$ cat config.mk
export PLATFORM = sky130hd
export DESIGN_NAME = length_prefixed_row_parser_top_flat
export DESIGN_NICKNAME = d
export VERILOG_FILES = /design/src/sv/rowp_pkg.sv /design/src/sv/rowp_ifs.sv /design/src/sv/rowp_core.sv /design/src/sv/rowp_queue.sv /design/src/sv/length_prefixed_row_parser_top.sv /design/src/flat_wrapper.sv
export SDC_FILE = /design/constraint.sdc
export NUM_CORES = 1
export LEC_CHECK = 0
export BUFFER_PORTS_ARGS = -buffer_cell sky130_fd_sc_hd__buf_4
export CORE_AREA = 4 4 233 235
export DETAILED_ROUTE_END_ITERATION = 8
export DIE_AREA = 0 0 237 239
export PLACE_DENSITY = 0.45
export SYNTH_ARGS = -nofsm -noshare
export SYNTH_HDL_FRONTEND = slang
export SYNTH_SLANG_ARGS = --single-unit
$ cat constraint.sdc
create_clock -name clk -period 18.66 [get_ports clk]
set_input_delay 3.732 -clock clk [delete_from_list [all_inputs] [get_ports clk]]
set_output_delay 3.732 -clock clk [all_outputs]
set_load 0.05 [all_outputs]
$ cat src/sv/rowp_pkg.sv
// Shared types and constants of the row message parser.
// Used by the parser core, the result queue and the top level.
package rowp_pkg;

  // Result kinds.
  localparam logic [1:0] KIND_PAYLOAD = 2'd0;
  localparam logic [1:0] KIND_NULL    = 2'd1;
  localparam logic [1:0] KIND_EMPTY   = 2'd2;
  localparam logic [1:0] KIND_STATUS  = 2'd3;

  // Message status codes.
  localparam logic [2:0] ST_OK         = 3'd0;
  localparam logic [2:0] ST_TOO_SHORT  = 3'd1;
  localparam logic [2:0] ST_SHORT_HDR  = 3'd2;
  localparam logic [2:0] ST_WRAP       = 3'd3;
  localparam logic [2:0] ST_SHORT_DATA = 3'd4;
  localparam logic [2:0] ST_TRAILING   = 3'd5;

  localparam logic [31:0] NULL_LEN  = 32'hFFFF_FFFF;
  localparam int          LEN_BYTES = 4;

  // Default depth of the result queue; at least two entries.
  localparam int QUEUE_DEPTH = 4;

  typedef struct packed {
    logic [1:0]  result_kind;
    logic [15:0] attr_index;
    logic [7:0]  payload_byte;
    logic        attr_end;
    logic [2:0]  status_code;
    logic [15:0] attr_count;
    logic        last_of_run;
  } res_t;

  // Results produced by one accepted byte: up to two, in order.
  typedef struct packed {
    logic [1:0] cnt;
    res_t       r0;
    res_t       r1;
  } push_t;

endpackage

$ cat src/sv/rowp_ifs.sv
// Handshake interfaces for the byte input channel and the result channel.
// Does not refer to rowp_pkg; its field widths are declared here and match res_t there.
interface rowp_in_if;
  logic       valid;
  logic       ready;
  logic [7:0] data_byte;
  logic       end_of_message;

  modport source (output valid, output data_byte, output end_of_message, input ready);
  modport sink (input valid, input data_byte, input end_of_message, output ready);
endinterface

interface rowp_out_if;
  logic        valid;
  logic        ready;
  logic [1:0]  result_kind;
  logic [15:0] attr_index;
  logic [7:0]  payload_byte;
  logic        attr_end;
  logic [2:0]  status_code;
  logic [15:0] attr_count;
  logic        last_of_run;

  modport source (output valid, output result_kind, output attr_index, output payload_byte,
                  output attr_end, output status_code, output attr_count,
                  output last_of_run, input ready);
  modport sink (input valid, input result_kind, input attr_index, input payload_byte,
                input attr_end, input status_code, input attr_count,
                input last_of_run, output ready);
endinterface

$ cat src/sv/rowp_core.sv
// Parser state and the combinational step logic for one message byte.
// Depends on rowp_pkg for result types and status codes.
module rowp_core (
  input  logic               clk,
  input  logic               rst_n,
  input  logic               accept,
  input  logic [7:0]         data_byte,
  input  logic               end_of_message,
  output rowp_pkg::push_t    push
);

  localparam logic [2:0] PH_CNT0  = 3'd0;
  localparam logic [2:0] PH_CNT1  = 3'd1;
  localparam logic [2:0] PH_LEN   = 3'd2;
  localparam logic [2:0] PH_DATA  = 3'd3;
  localparam logic [2:0] PH_DRAIN = 3'd4;

  localparam logic [1:0] LAST_FBI = 2'(rowp_pkg::LEN_BYTES - 1);

  logic [2:0]  phase_r, phase_nxt;
  logic [1:0]  fbi_r, fbi_nxt;
  logic [15:0] exp_r, exp_nxt;
  logic [15:0] done_r, done_nxt;
  logic [31:0] lacc_r, lacc_nxt;
  logic [31:0] left_r, left_nxt;
  logic [31:0] pos_r, pos_nxt;
  logic [2:0]  err_r, err_nxt;

  logic          prim_en, stat_en, complete;
  logic [2:0]    stat_code;
  logic [32:0]   end_sum;
  rowp_pkg::res_t prim, stat;

  always_comb begin
    phase_nxt = phase_r;
    fbi_nxt   = fbi_r;
    exp_nxt   = exp_r;
    done_nxt  = done_r;
    lacc_nxt  = lacc_r;
    left_nxt  = left_r;
    pos_nxt   = pos_r;
    err_nxt   = err_r;
    prim_en   = 1'b0;
    prim      = '0;
    stat_en   = 1'b0;
    stat_code = rowp_pkg::ST_OK;
    stat      = '0;
    complete  = 1'b0;
    end_sum   = '0;

    case (phase_r)
      PH_CNT1: begin
        exp_nxt = {exp_r[7:0], data_byte};
        if (end_of_message) begin
          stat_en   = 1'b1;
          stat_code = (exp_nxt == 16'd0) ? rowp_pkg::ST_OK : rowp_pkg::ST_SHORT_HDR;
        end else if (exp_nxt == 16'd0) begin
          err_nxt   = rowp_pkg::ST_TRAILING;
          phase_nxt = PH_DRAIN;
        end else begin
          phase_nxt = PH_LEN;
          fbi_nxt   = '0;
          lacc_nxt  = '0;
        end
      end
      PH_LEN: begin
        lacc_nxt = {lacc_r[23:0], data_byte};
        pos_nxt  = pos_r + 32'd1;
        end_sum  = {1'b0, pos_nxt} + {1'b0, lacc_nxt};
        if (fbi_r != LAST_FBI) begin
          fbi_nxt = fbi_r + 2'd1;
          if (end_of_message) begin
            stat_en   = 1'b1;
            stat_code = rowp_pkg::ST_SHORT_HDR;
          end
        end else begin
          fbi_nxt = '0;
          if (lacc_nxt == rowp_pkg::NULL_LEN) begin
            prim_en          = 1'b1;
            prim.result_kind = rowp_pkg::KIND_NULL;
            prim.attr_index  = done_r;
            complete         = 1'b1;
          end else if (end_sum[32]) begin
            if (end_of_message) begin
              stat_en   = 1'b1;
              stat_code = rowp_pkg::ST_WRAP;
            end else begin
              err_nxt   = rowp_pkg::ST_WRAP;
              phase_nxt = PH_DRAIN;
            end
          end else if (lacc_nxt == 32'd0) begin
            prim_en          = 1'b1;
            prim.result_kind = rowp_pkg::KIND_EMPTY;
            prim.attr_index  = done_r;
            complete         = 1'b1;
          end else begin
            left_nxt  = lacc_nxt;
            phase_nxt = PH_DATA;
            if (end_of_message) begin
              stat_en   = 1'b1;
              stat_code = rowp_pkg::ST_SHORT_DATA;
            end
          end
        end
      end
      PH_DATA: begin
        pos_nxt           = pos_r + 32'd1;
        prim_en           = 1'b1;
        prim.result_kind  = rowp_pkg::KIND_PAYLOAD;
        prim.attr_index   = done_r;
        prim.payload_byte = data_byte;
        prim.attr_end     = (left_r == 32'd1);
        left_nxt          = left_r - 32'd1;
        if (left_nxt == 32'd0) begin
          complete = 1'b1;
        end else if (end_of_message) begin
          stat_en   = 1'b1;
          stat_code = rowp_pkg::ST_SHORT_DATA;
        end
      end
      PH_DRAIN: begin
        if (end_of_message) begin
          stat_en   = 1'b1;
          stat_code = err_r;
        end
      end
      default: begin
        if (end_of_message) begin
          stat_en   = 1'b1;
          stat_code = rowp_pkg::ST_TOO_SHORT;
        end else begin
          exp_nxt   = {8'd0, data_byte};
          phase_nxt = PH_CNT1;
        end
      end
    endcase

    // Attribute finished: either the message ends here, or more follow, or
    // everything after the last expected attribute is trailing garbage.
    if (complete) begin
      done_nxt = done_r + 16'd1;
      if (end_of_message) begin
        stat_en   = 1'b1;
        stat_code = (done_nxt == exp_nxt) ? rowp_pkg::ST_OK : rowp_pkg::ST_SHORT_HDR;
      end else if (done_nxt == exp_nxt) begin
        err_nxt   = rowp_pkg::ST_TRAILING;
        phase_nxt = PH_DRAIN;
      end else begin
        phase_nxt = PH_LEN;
        fbi_nxt   = '0;
        lacc_nxt  = '0;
      end
    end

    stat.result_kind = rowp_pkg::KIND_STATUS;
    stat.attr_index  = done_nxt;
    stat.status_code = stat_code;
    stat.attr_count  = done_nxt;
    stat.last_of_run = 1'b1;

    // A status always closes out the message and returns to the count header.
    if (stat_en) begin
      phase_nxt = PH_CNT0;
      fbi_nxt   = '0;
      exp_nxt   = '0;
      done_nxt  = '0;
      lacc_nxt  = '0;
      left_nxt  = '0;
      pos_nxt   = '0;
      err_nxt   = rowp_pkg::ST_OK;
    end

    prim.last_of_run = !stat_en;
    push.cnt = accept ? ({1'b0, prim_en} + {1'b0, stat_en}) : 2'd0;
    push.r0  = prim_en ? prim : stat;
    push.r1  = stat;
  end

  always_ff @(posedge clk) begin
    if (!rst_n) begin
      phase_r <= PH_CNT0;
      fbi_r   <= '0;
      exp_r   <= '0;
      done_r  <= '0;
      lacc_r  <= '0;
      left_r  <= '0;
      pos_r   <= '0;
      err_r   <= rowp_pkg::ST_OK;
    end else if (accept) begin
      phase_r <= phase_nxt;
      fbi_r   <= fbi_nxt;
      exp_r   <= exp_nxt;
      done_r  <= done_nxt;
      lacc_r  <= lacc_nxt;
      left_r  <= left_nxt;
      pos_r   <= pos_nxt;
      err_r   <= err_nxt;
    end
  end

`ifndef NO_ASSERTIONS
  a_fbi_len_only: assert property (@(posedge clk) disable iff (!rst_n)
    phase_r != PH_LEN |-> fbi_r == 2'd0)
    else $error("header byte index left nonzero outside a length header");

  a_drain_err: assert property (@(posedge clk) disable iff (!rst_n)
    phase_r == PH_DRAIN |-> (err_r == rowp_pkg::ST_WRAP || err_r == rowp_pkg::ST_TRAILING))
    else $error("drain phase without a latched error");

  a_err_drain_only: assert property (@(posedge clk) disable iff (!rst_n)
    err_r != rowp_pkg::ST_OK |-> phase_r == PH_DRAIN)
    else $error("latched error outside the drain phase");

  a_data_left: assert property (@(posedge clk) disable iff (!rst_n)
    phase_r == PH_DATA |-> left_r != 32'd0)
    else $error("payload phase with no bytes left");

  a_eom_restart: assert property (@(posedge clk) disable iff (!rst_n)
    accept && end_of_message |=> phase_r == PH_CNT0 && done_r == 16'd0)
    else $error("parser did not restart after the final byte");
`endif

endmodule

$ cat src/sv/rowp_queue.sv
// Result queue: takes up to two results per cycle, hands out one per cycle while out_ready is high.
// Depends on rowp_pkg for the result and push types.
module rowp_queue #(
  parameter int DEPTH = rowp_pkg::QUEUE_DEPTH
) (
  input  logic             clk,
  input  logic             rst_n,
  input  rowp_pkg::push_t  push,
  output logic             space_ok,
  output logic             out_valid,
  input  logic             out_ready,
  output rowp_pkg::res_t   out_res
);

  localparam int AW = $clog2(DEPTH);
  localparam int CW = $clog2(DEPTH + 1);

  rowp_pkg::res_t mem_r [DEPTH];
  logic [AW-1:0] wp_r, wp_nxt, rp_r, rp_nxt, wp_1;
  logic [CW-1:0] cnt_r, cnt_nxt;
  logic          pop;

  function automatic logic [AW-1:0] bump(input logic [AW-1:0] p);
    bump = (p == AW'(DEPTH - 1)) ? '0 : p + AW'(1);
  endfunction

  assign pop       = out_valid && out_ready;
  assign out_valid = (cnt_r != '0);
  assign out_res   = mem_r[rp_r];
  // Room for the worst case of two results from the next byte.
  assign space_ok  = (cnt_r <= CW'(DEPTH - 2));
  assign wp_1      = bump(wp_r);

  always_comb begin
    wp_nxt  = wp_r;
    rp_nxt  = pop ? bump(rp_r) : rp_r;
    cnt_nxt = cnt_r + CW'(push.cnt) - CW'(pop);
    if (push.cnt == 2'd1) begin
      wp_nxt = wp_1;
    end else if (push.cnt == 2'd2) begin
      wp_nxt = bump(wp_1);
    end
  end

  always_ff @(posedge clk) begin
    if (push.cnt != 2'd0) begin
      mem_r[wp_r] <= push.r0;
    end
    if (push.cnt == 2'd2) begin
      mem_r[wp_1] <= push.r1;
    end
  end

  always_ff @(posedge clk) begin
    if (!rst_n) begin
      wp_r  <= '0;
      rp_r  <= '0;
      cnt_r <= '0;
    end else begin
      wp_r  <= wp_nxt;
      rp_r  <= rp_nxt;
      cnt_r <= cnt_nxt;
    end
  end

`ifndef NO_ASSERTIONS
  a_no_overflow: assert property (@(posedge clk) disable iff (!rst_n)
    cnt_r <= CW'(DEPTH))
    else $error("result queue overflow");

  a_push_needs_room: assert property (@(posedge clk) disable iff (!rst_n)
    push.cnt != 2'd0 |-> $past(cnt_r) <= CW'(DEPTH) && cnt_r <= CW'(DEPTH - 2))
    else $error("results pushed without room in the queue");

  a_count_step: assert property (@(posedge clk) disable iff (!rst_n)
    !$past(!rst_n) && $past(push.cnt) == 2'd0 && !$past(pop) |-> $stable(cnt_r))
    else $error("queue count changed without a push or pop");
`endif

endmodule

$ cat src/sv/length_prefixed_row_parser_top.sv
// A result is registered into the result queue when the byte that causes it is accepted and is
// offered on out_chan from the queue head. Throughput: one message byte per cycle while each
// byte yields at most one result and the consumer keeps up; two results from one byte leave
// one at a time, and input flows on while the queue (default four entries) has room for two.
// Reset (rst_n low, synchronous) returns the parser to the count header and empties the queue.
// Top level of the row message parser: parser core plus result queue.
module length_prefixed_row_parser_top #(
  parameter int QUEUE_DEPTH = rowp_pkg::QUEUE_DEPTH
) (
  input  logic           clk,
  input  logic           rst_n,
  rowp_in_if.sink        in_chan,
  rowp_out_if.source     out_chan
);

  // The core updates its state on every accepted byte and produces up to
  // two results (an attribute result and/or the message status) in the
  // same cycle; the queue stores both and hands them out one per request.
  rowp_pkg::push_t push;
  rowp_pkg::res_t  head;
  logic            space_ok;
  logic            in_accept;

  // Input is taken whenever the queue could absorb two more results, so with three or more
  // entries a finished result waiting on the output never blocks the next byte by itself.
  assign in_chan.ready = space_ok;
  assign in_accept     = in_chan.valid && space_ok;

  rowp_core u_core (
    .clk            (clk),
    .rst_n          (rst_n),
    .accept         (in_accept),
    .data_byte      (in_chan.data_byte),
    .end_of_message (in_chan.end_of_message),
    .push           (push)
  );

  rowp_queue #(
    .DEPTH (QUEUE_DEPTH)
  ) u_queue (
    .clk       (clk),
    .rst_n     (rst_n),
    .push      (push),
    .space_ok  (space_ok),
    .out_valid (out_chan.valid),
    .out_ready (out_chan.ready),
    .out_res   (head)
  );

  // Unpack the queue head onto the result channel fields.
  assign out_chan.result_kind  = head.result_kind;
  assign out_chan.attr_index   = head.attr_index;
  assign out_chan.payload_byte = head.payload_byte;
  assign out_chan.attr_end     = head.attr_end;
  assign out_chan.status_code  = head.status_code;
  assign out_chan.attr_count   = head.attr_count;
  assign out_chan.last_of_run  = head.last_of_run;

endmodule
$ cat src/flat_wrapper.sv
// flat-port wrapper written by rule: the top's interface ports become plain ports
module length_prefixed_row_parser_top_flat 
#(
  parameter int QUEUE_DEPTH = rowp_pkg::QUEUE_DEPTH
)
  (clk, rst_n, in_chan_valid, in_chan_data_byte, in_chan_end_of_message, in_chan_ready, out_chan_valid, out_chan_result_kind, out_chan_attr_index, out_chan_payload_byte, out_chan_attr_end, out_chan_status_code, out_chan_attr_count, out_chan_last_of_run, out_chan_ready);
  rowp_in_if in_chan_i ();
  rowp_out_if out_chan_i ();
  input  logic clk;
  input  logic rst_n;
  input wire logic [$bits(in_chan_i.valid)-1:0] in_chan_valid;
  input wire logic [$bits(in_chan_i.data_byte)-1:0] in_chan_data_byte;
  input wire logic [$bits(in_chan_i.end_of_message)-1:0] in_chan_end_of_message;
  output wire logic [$bits(in_chan_i.ready)-1:0] in_chan_ready;
  output wire logic [$bits(out_chan_i.valid)-1:0] out_chan_valid;
  output wire logic [$bits(out_chan_i.result_kind)-1:0] out_chan_result_kind;
  output wire logic [$bits(out_chan_i.attr_index)-1:0] out_chan_attr_index;
  output wire logic [$bits(out_chan_i.payload_byte)-1:0] out_chan_payload_byte;
  output wire logic [$bits(out_chan_i.attr_end)-1:0] out_chan_attr_end;
  output wire logic [$bits(out_chan_i.status_code)-1:0] out_chan_status_code;
  output wire logic [$bits(out_chan_i.attr_count)-1:0] out_chan_attr_count;
  output wire logic [$bits(out_chan_i.last_of_run)-1:0] out_chan_last_of_run;
  input wire logic [$bits(out_chan_i.ready)-1:0] out_chan_ready;
  assign in_chan_i.valid = in_chan_valid;
  assign in_chan_i.data_byte = in_chan_data_byte;
  assign in_chan_i.end_of_message = in_chan_end_of_message;
  assign in_chan_ready = in_chan_i.ready;
  assign out_chan_valid = out_chan_i.valid;
  assign out_chan_result_kind = out_chan_i.result_kind;
  assign out_chan_attr_index = out_chan_i.attr_index;
  assign out_chan_payload_byte = out_chan_i.payload_byte;
  assign out_chan_attr_end = out_chan_i.attr_end;
  assign out_chan_status_code = out_chan_i.status_code;
  assign out_chan_attr_count = out_chan_i.attr_count;
  assign out_chan_last_of_run = out_chan_i.last_of_run;
  assign out_chan_i.ready = out_chan_ready;
  length_prefixed_row_parser_top #(.QUEUE_DEPTH(QUEUE_DEPTH)) u_core (.clk(clk), .rst_n(rst_n), .in_chan(in_chan_i), .out_chan(out_chan_i));
endmodule
Word level (Yosys, flattened, before mapping)
Memory sizes are Yosys's and may differ from the RTL's. A register that Yosys moved wholly into a read port is not among the register bits.
Cells that the tools add are included.
- add/subtract/negate cells: 11
- magnitude comparators: 1
- equality and inequality tests: 17
- muxes and demuxes: 103
- reductions and logical operators: 16
- operator list (cell ; count):
    $mux 32 ; 13
    $pmux 32 s2 ; 2
    $mux 3 ; 31
    $mux 18 ; 4
    $logic_not 32->1 ; 2
    $mux 16 ; 4
    $mux 47 ; 1
    $mux 2 ; 20
    $pmux 18 s2 ; 1
    $add 32x32->33 ; 1
    $add 32x1->32 const B ; 1
    $eq 32x1->1 const B ; 1
    $eq 32x32->1 const B ; 1
    $pmux 16 s2 ; 1
    $sub 32x1->32 const B ; 1
    $mux 1 ; 18
    $add 16x1->16 const B ; 1
    $eq 16x16->1 ; 1
    $logic_not 16->1 ; 1
    $ne 3x3->1 const B ; 4
    $pmux 3 s4 ; 1
    $mux 9 ; 1
    $pmux 3 s3 ; 1
    $add 2x1->2 const B ; 4
    21 further kinds ; 32
- flip-flop bits (word level): 143
- bits in writable memories: 188
- input port bits: 13
- output and inout port bits: 49
- word-level logic and storage cells: 160
- memories kept: 1
- memory list (memory ; depth ; bits a word ; read ports ; clocked after Yosys merged registers in ; write ports ; line ; source):
    u_core.u_queue.mem_r ; 4 ; 47 ; 1 ; 1 ; 2 ; rowp_queue.sv:18 ; rowp_pkg::res_t mem_r [DEPTH];

Logic depth before layout (Yosys ltp)
- depth after elaboration: 13
- gate-level depth with buffers: 26
- gate-level depth less buffers: 26

Modules after synthesis
From an unflattened synthesis, not the netlist that was laid out.
- cells, all modules: 1818
- area total of the unflattened synthesis: 19414.9 µm²
- modules (own cells, without submodules) (module ; times used ; cells each ; area each (µm²) ; sequential area each (µm²)):
    rowp_core ; 1 ; 1293 ; 9759.4 ; 2562.5
    rowp_queue ; 1 ; 524 ; 9649.3 ; 5825.6
    length_prefixed_row_parser_top ; 1 ; 1 ; 6.3 ; 0.0

Worst setup path before layout
No wires, ideal clock.
- path type: input to register
- from: input port in_chan_data_byte[5]
- to: memory u_core.u_queue.mem_r[0][10] in the netlist's numbering (enable)
- library setup time: 0.390 ns
- arrival time: 7.485 ns
- required time: 18.270 ns
- setup slack: 10.785 ns
- stages on the path: 16
- path buffers: 1
- cell sequence: ha_1 -> a211oi_1 -> nor2_1 -> o311ai_0 -> a21oi_1 -> o31ai_1 -> nor2_1 -> inv_1 -> ha_1 -> nand2_1 -> inv_1 -> ha_1 -> and2_1 -> clkbuf_1 -> nor2_1 -> inv_1
- RTL lines (element ; line ; source):
    start, declared ; flat_wrapper.sv:12 ; input wire logic [$bits(in_chan_i.data_byte)-1:0] in_chan_data_byte;
    end, declared ; rowp_queue.sv:18 ;

==> results.md <==
* CP endpoint kind: register
* Syn nets at between 1500 and 2000
* Max cap viols at 0
* Die Ht at about 240 um
* Tot GR Track Use at a little over a fifth
* Distinct cells, synth at 86
* Hold-fix buffers at CTS at 0
* CTS clk-pin slew, worst paths at around 0.060 ns
* Synth Register Bits at about 330
* Synth Area in Compound Gates at between 20% and 30%
* Mux share of post-synthesis cell area at 5.986%
* CTS H-tree depth at 2
* Final min period at around 8.5 ns
* Nets at between 1500 and 2000
* Commonest non-fill, non-tap cells in the layout: nor2_1 (239), dfxtp_1 (183), a21oi_1 (166), edfxtp_1 (140), nand2_1 (136)
* Core Footprint at between 50000 and 60000 um2
* Tcrit/Tclk final at between 40% and 50%
* Mapped cell area at between 15000 and 20000 um2
* Full die area at 56640 um2
* Top cells by area, synth: edfxtp_1 (23%), dfxtp_1 (21%), mux4_2 (5.9%), nor2_1 (5.0%), a21oi_1 (4.7%)
* Row count at 84
* CTS Buf Count at between 40 and 50
* Ys Warns at 0
* RSZ-0062 raised after global routing: no
* Pwr/cell area at 96.01 nW/um2
* Cells after Synth at between 1500 and 2000
* Fillcell total at roughly 5200
* Highest clock rate at around 0.12 GHz
* Share of cells above drive strength 1 at between 10% and 20%
* Largest net degree at the start of global routing at 52
* Clock Latency Late Sink at between 0.5 and 0.6 ns
* Post-Route WL at between 60000 and 70000 um
* Hold Crit Class: reg -> reg
* Reg2reg end: u_core.u_queue.mem_r[3][28]
* Outcome: finished, final reports clean
* Routability cong. at just over 0.8
* Chip width at roughly 240 um
* Inserted Diodes at 0
* Kind of critical path: in -> reg
* Leak at 7.307 nW
* Post-DP HPWL at just over 40000 um
* Via count at approximately 15000
* Setup Viol. Count Final at 0
* Reg2reg path depth at 23
* Most common cell after layout, fill and taps aside: nor2_1
* Setup_tns at 0 ns
* Synth Area in Simple Gates at between 10% and 20%
* Fin. max-slew vios at 0
* First-pass GRT wire length at 93280 um
* DR iter-0 viols at approximately 1200
* Arr. time, crit path at ~9 ns
* Mapped Avg Cell Area at 9.385 um2
* Hold Path Cell Cnt at 2
* Worst VDD drop at approximately 0.056 mV
* Final core utilization at 38.90%
* Ys async rst share at 0%
* CP max FO at 23
* Initial antenna violation count at 0
* Initial core utilization at 34.53%
* Share of the synthesized area in the top cell type at 23.31%
* Grt ovf at 0
* Startpoint Class: input pin
* Post-route clock skew at between 0.02 and 0.025 ns
* Worst Max-Slew Pin Slew at between 1 and 1.5 ns
* End of the worst hold path: u_core.u_core.exp_r[10]
* Area share of fa/ha/maj cells after synthesis at under 10%
* Register area share after synthesis at about 44%
* R2r startpoint: u_core.u_core.pos_r[0]
* Main combinational cell family by area after synthesis: compound AO/OA/AOI/OAI gates
* Setup bufs post-CTS at 0
* TritonCTS clock tree: done
* Drt drc at 0
* Final Hold Viols at 0
* Post-synthesis xor/xnor area fraction at under 10%
* CTS max path bufs at 3
* Synth Flop Type: dfxtp_1
* Slew headroom at between 20 and 30%
* EDFF count, synth at 140
* Port-buffer cells at between 60 and 70
* Post_cts resized at 0
* Routed len/inst at 23.10 um
* Final antenna-violating net count at 0
* Worst R2R Setup Slack at about 11 ns
* Area grow syn2layout at 12.63%
* Hold path start: u_core.u_core.exp_r[10]
* Worst path required time at 19.16 ns
* Clock Tree Root: clkbuf_16
* Via-to-Cell Ratio at about 5.7
* DRT Pass-1 Iters at 5
* Placed instance count at 2558
* # clock sinks at 325
* I/O pins at just over 60
* Final Non-Filler Cells at 2631
* Yosys top cell by area: edfxtp_1
* Number of global-route vias before repair at 14835
==> through the flow <==
stage          instance area (um2)  total power [mW]  setup WS, ns  hold slack (ns)
2_1_floorplan                18040             1.056         10.79           0.4281
3_3_place_gp                 18970             1.172         9.723           0.4376
3_5_place_dp                 18970             1.174         9.620           0.4419
4_1_cts                      20320             1.979         10.24           0.4494
5_1_grt                      20320             2.028         9.662           0.4686
6_report                     20320             1.951         10.15           0.4468
==> how the worst max path moves through the flow <==
stage                    startpoint                     endpoint  slack [ns]
2_1_floorplan  in_chan_data_byte[5]  u_core.u_queue.mem_r[0][10]       10.79
3_3_place_gp   in_chan_data_byte[5]  u_core.u_queue.mem_r[2][33]        9.72
3_5_place_dp   in_chan_data_byte[2]  u_core.u_queue.mem_r[2][43]        9.62
4_1_cts        in_chan_data_byte[2]  u_core.u_queue.mem_r[2][15]       10.24
5_1_grt        in_chan_data_byte[2]  u_core.u_queue.mem_r[2][35]        9.66
6_report       in_chan_data_byte[2]  u_core.u_queue.mem_r[3][28]       10.15
==> layer usage <==
metal | up-vias | GRT usage (%) | part of all wire, %
met4 | 0 | 5.361 | 2.1
met5 | - | 0 | 0
met1 | 7441 | 27.71 | 44
li1 | 7216 | - | -
met2 | 364 | 37.30 | 50
met3 | 82 | 2.215 | 3.6
==> worst max-delay path: stages <==
cell and delay, ns:
buf_4 0.18, ha_1 0.33, a211oi_1 0.26, a211oi_1 0.10
o311ai_0 0.43, a21oi_1 0.15, o31ai_1 0.58, nor2_1 0.33
inv_1 0.19, ha_1 0.14, nand2_1 0.11, ha_1 0.33
nand2_1 0.69, nand2_1 0.52, nor2_1 0.70, a22o_1 0.23
==> cell families (layout without fill, tap and decap cells) <==
kind of cell,count (synthesis),count (layout)
xor+xnor,77,77
buf+inv,169,190
fa+ha+maj,53,53
mux,49,49
flops,325,325
compound gates,576,576
simple gates,673,673
==> where the power goes <==
group / switching, mW / total [mW] / internal (mW)
Clock: 0.316 / 0.799 / 0.482
Sequential: 0.0336 / 0.801 / 0.767
Combinational: 0.231 / 0.351 / 0.120
==> cell usage after synthesis (all sizes together), types with 36 or more instances <==
library cell,count
nand2,142
edfxtp,140
ha,52
clkbuf,106
mux4,47
nor3,42
o31ai,44
xnor2,47
nor2,241
nand3,41
o21ai,121
nor4,36
nand4,36
a31oi,55
a22o,59
dfxtp,185
a21oi,171
==> state kept, by name, summed over array words and instances, names as in the netlist, named ones only <==
name and flops:
u_core.u_core.left_r 32, u_core.u_core.exp_r 16, u_core.u_core.done_r 16, u_core.u_queue.cnt_r 3
u_core.u_core.fbi_r 2, u_core.u_queue.mem_r 188, u_core.u_queue.rp_r 2, u_core.u_core.err_r 3
u_core.u_core.lacc_r 24, u_core.u_queue.wp_r 2, u_core.u_core.pos_r 32, u_core.u_core.phase_r 3
==> cell type report <==
class / instances / area, um2 / share of cell area [%]
flip-flops and latches: 325 / 7913 / 38.95
clock inverters: 13 / 153.9 / 0.7575
inverters: 31 / 116.4 / 0.5727
well taps: 688 / 860.8 / 4.237
clock buffers: 60 / 1189 / 5.850
multi-input cells: 1428 / 9439 / 46.46
repair buffers: 86 / 645.6 / 3.178
Power figures use the tool's default switching activity.
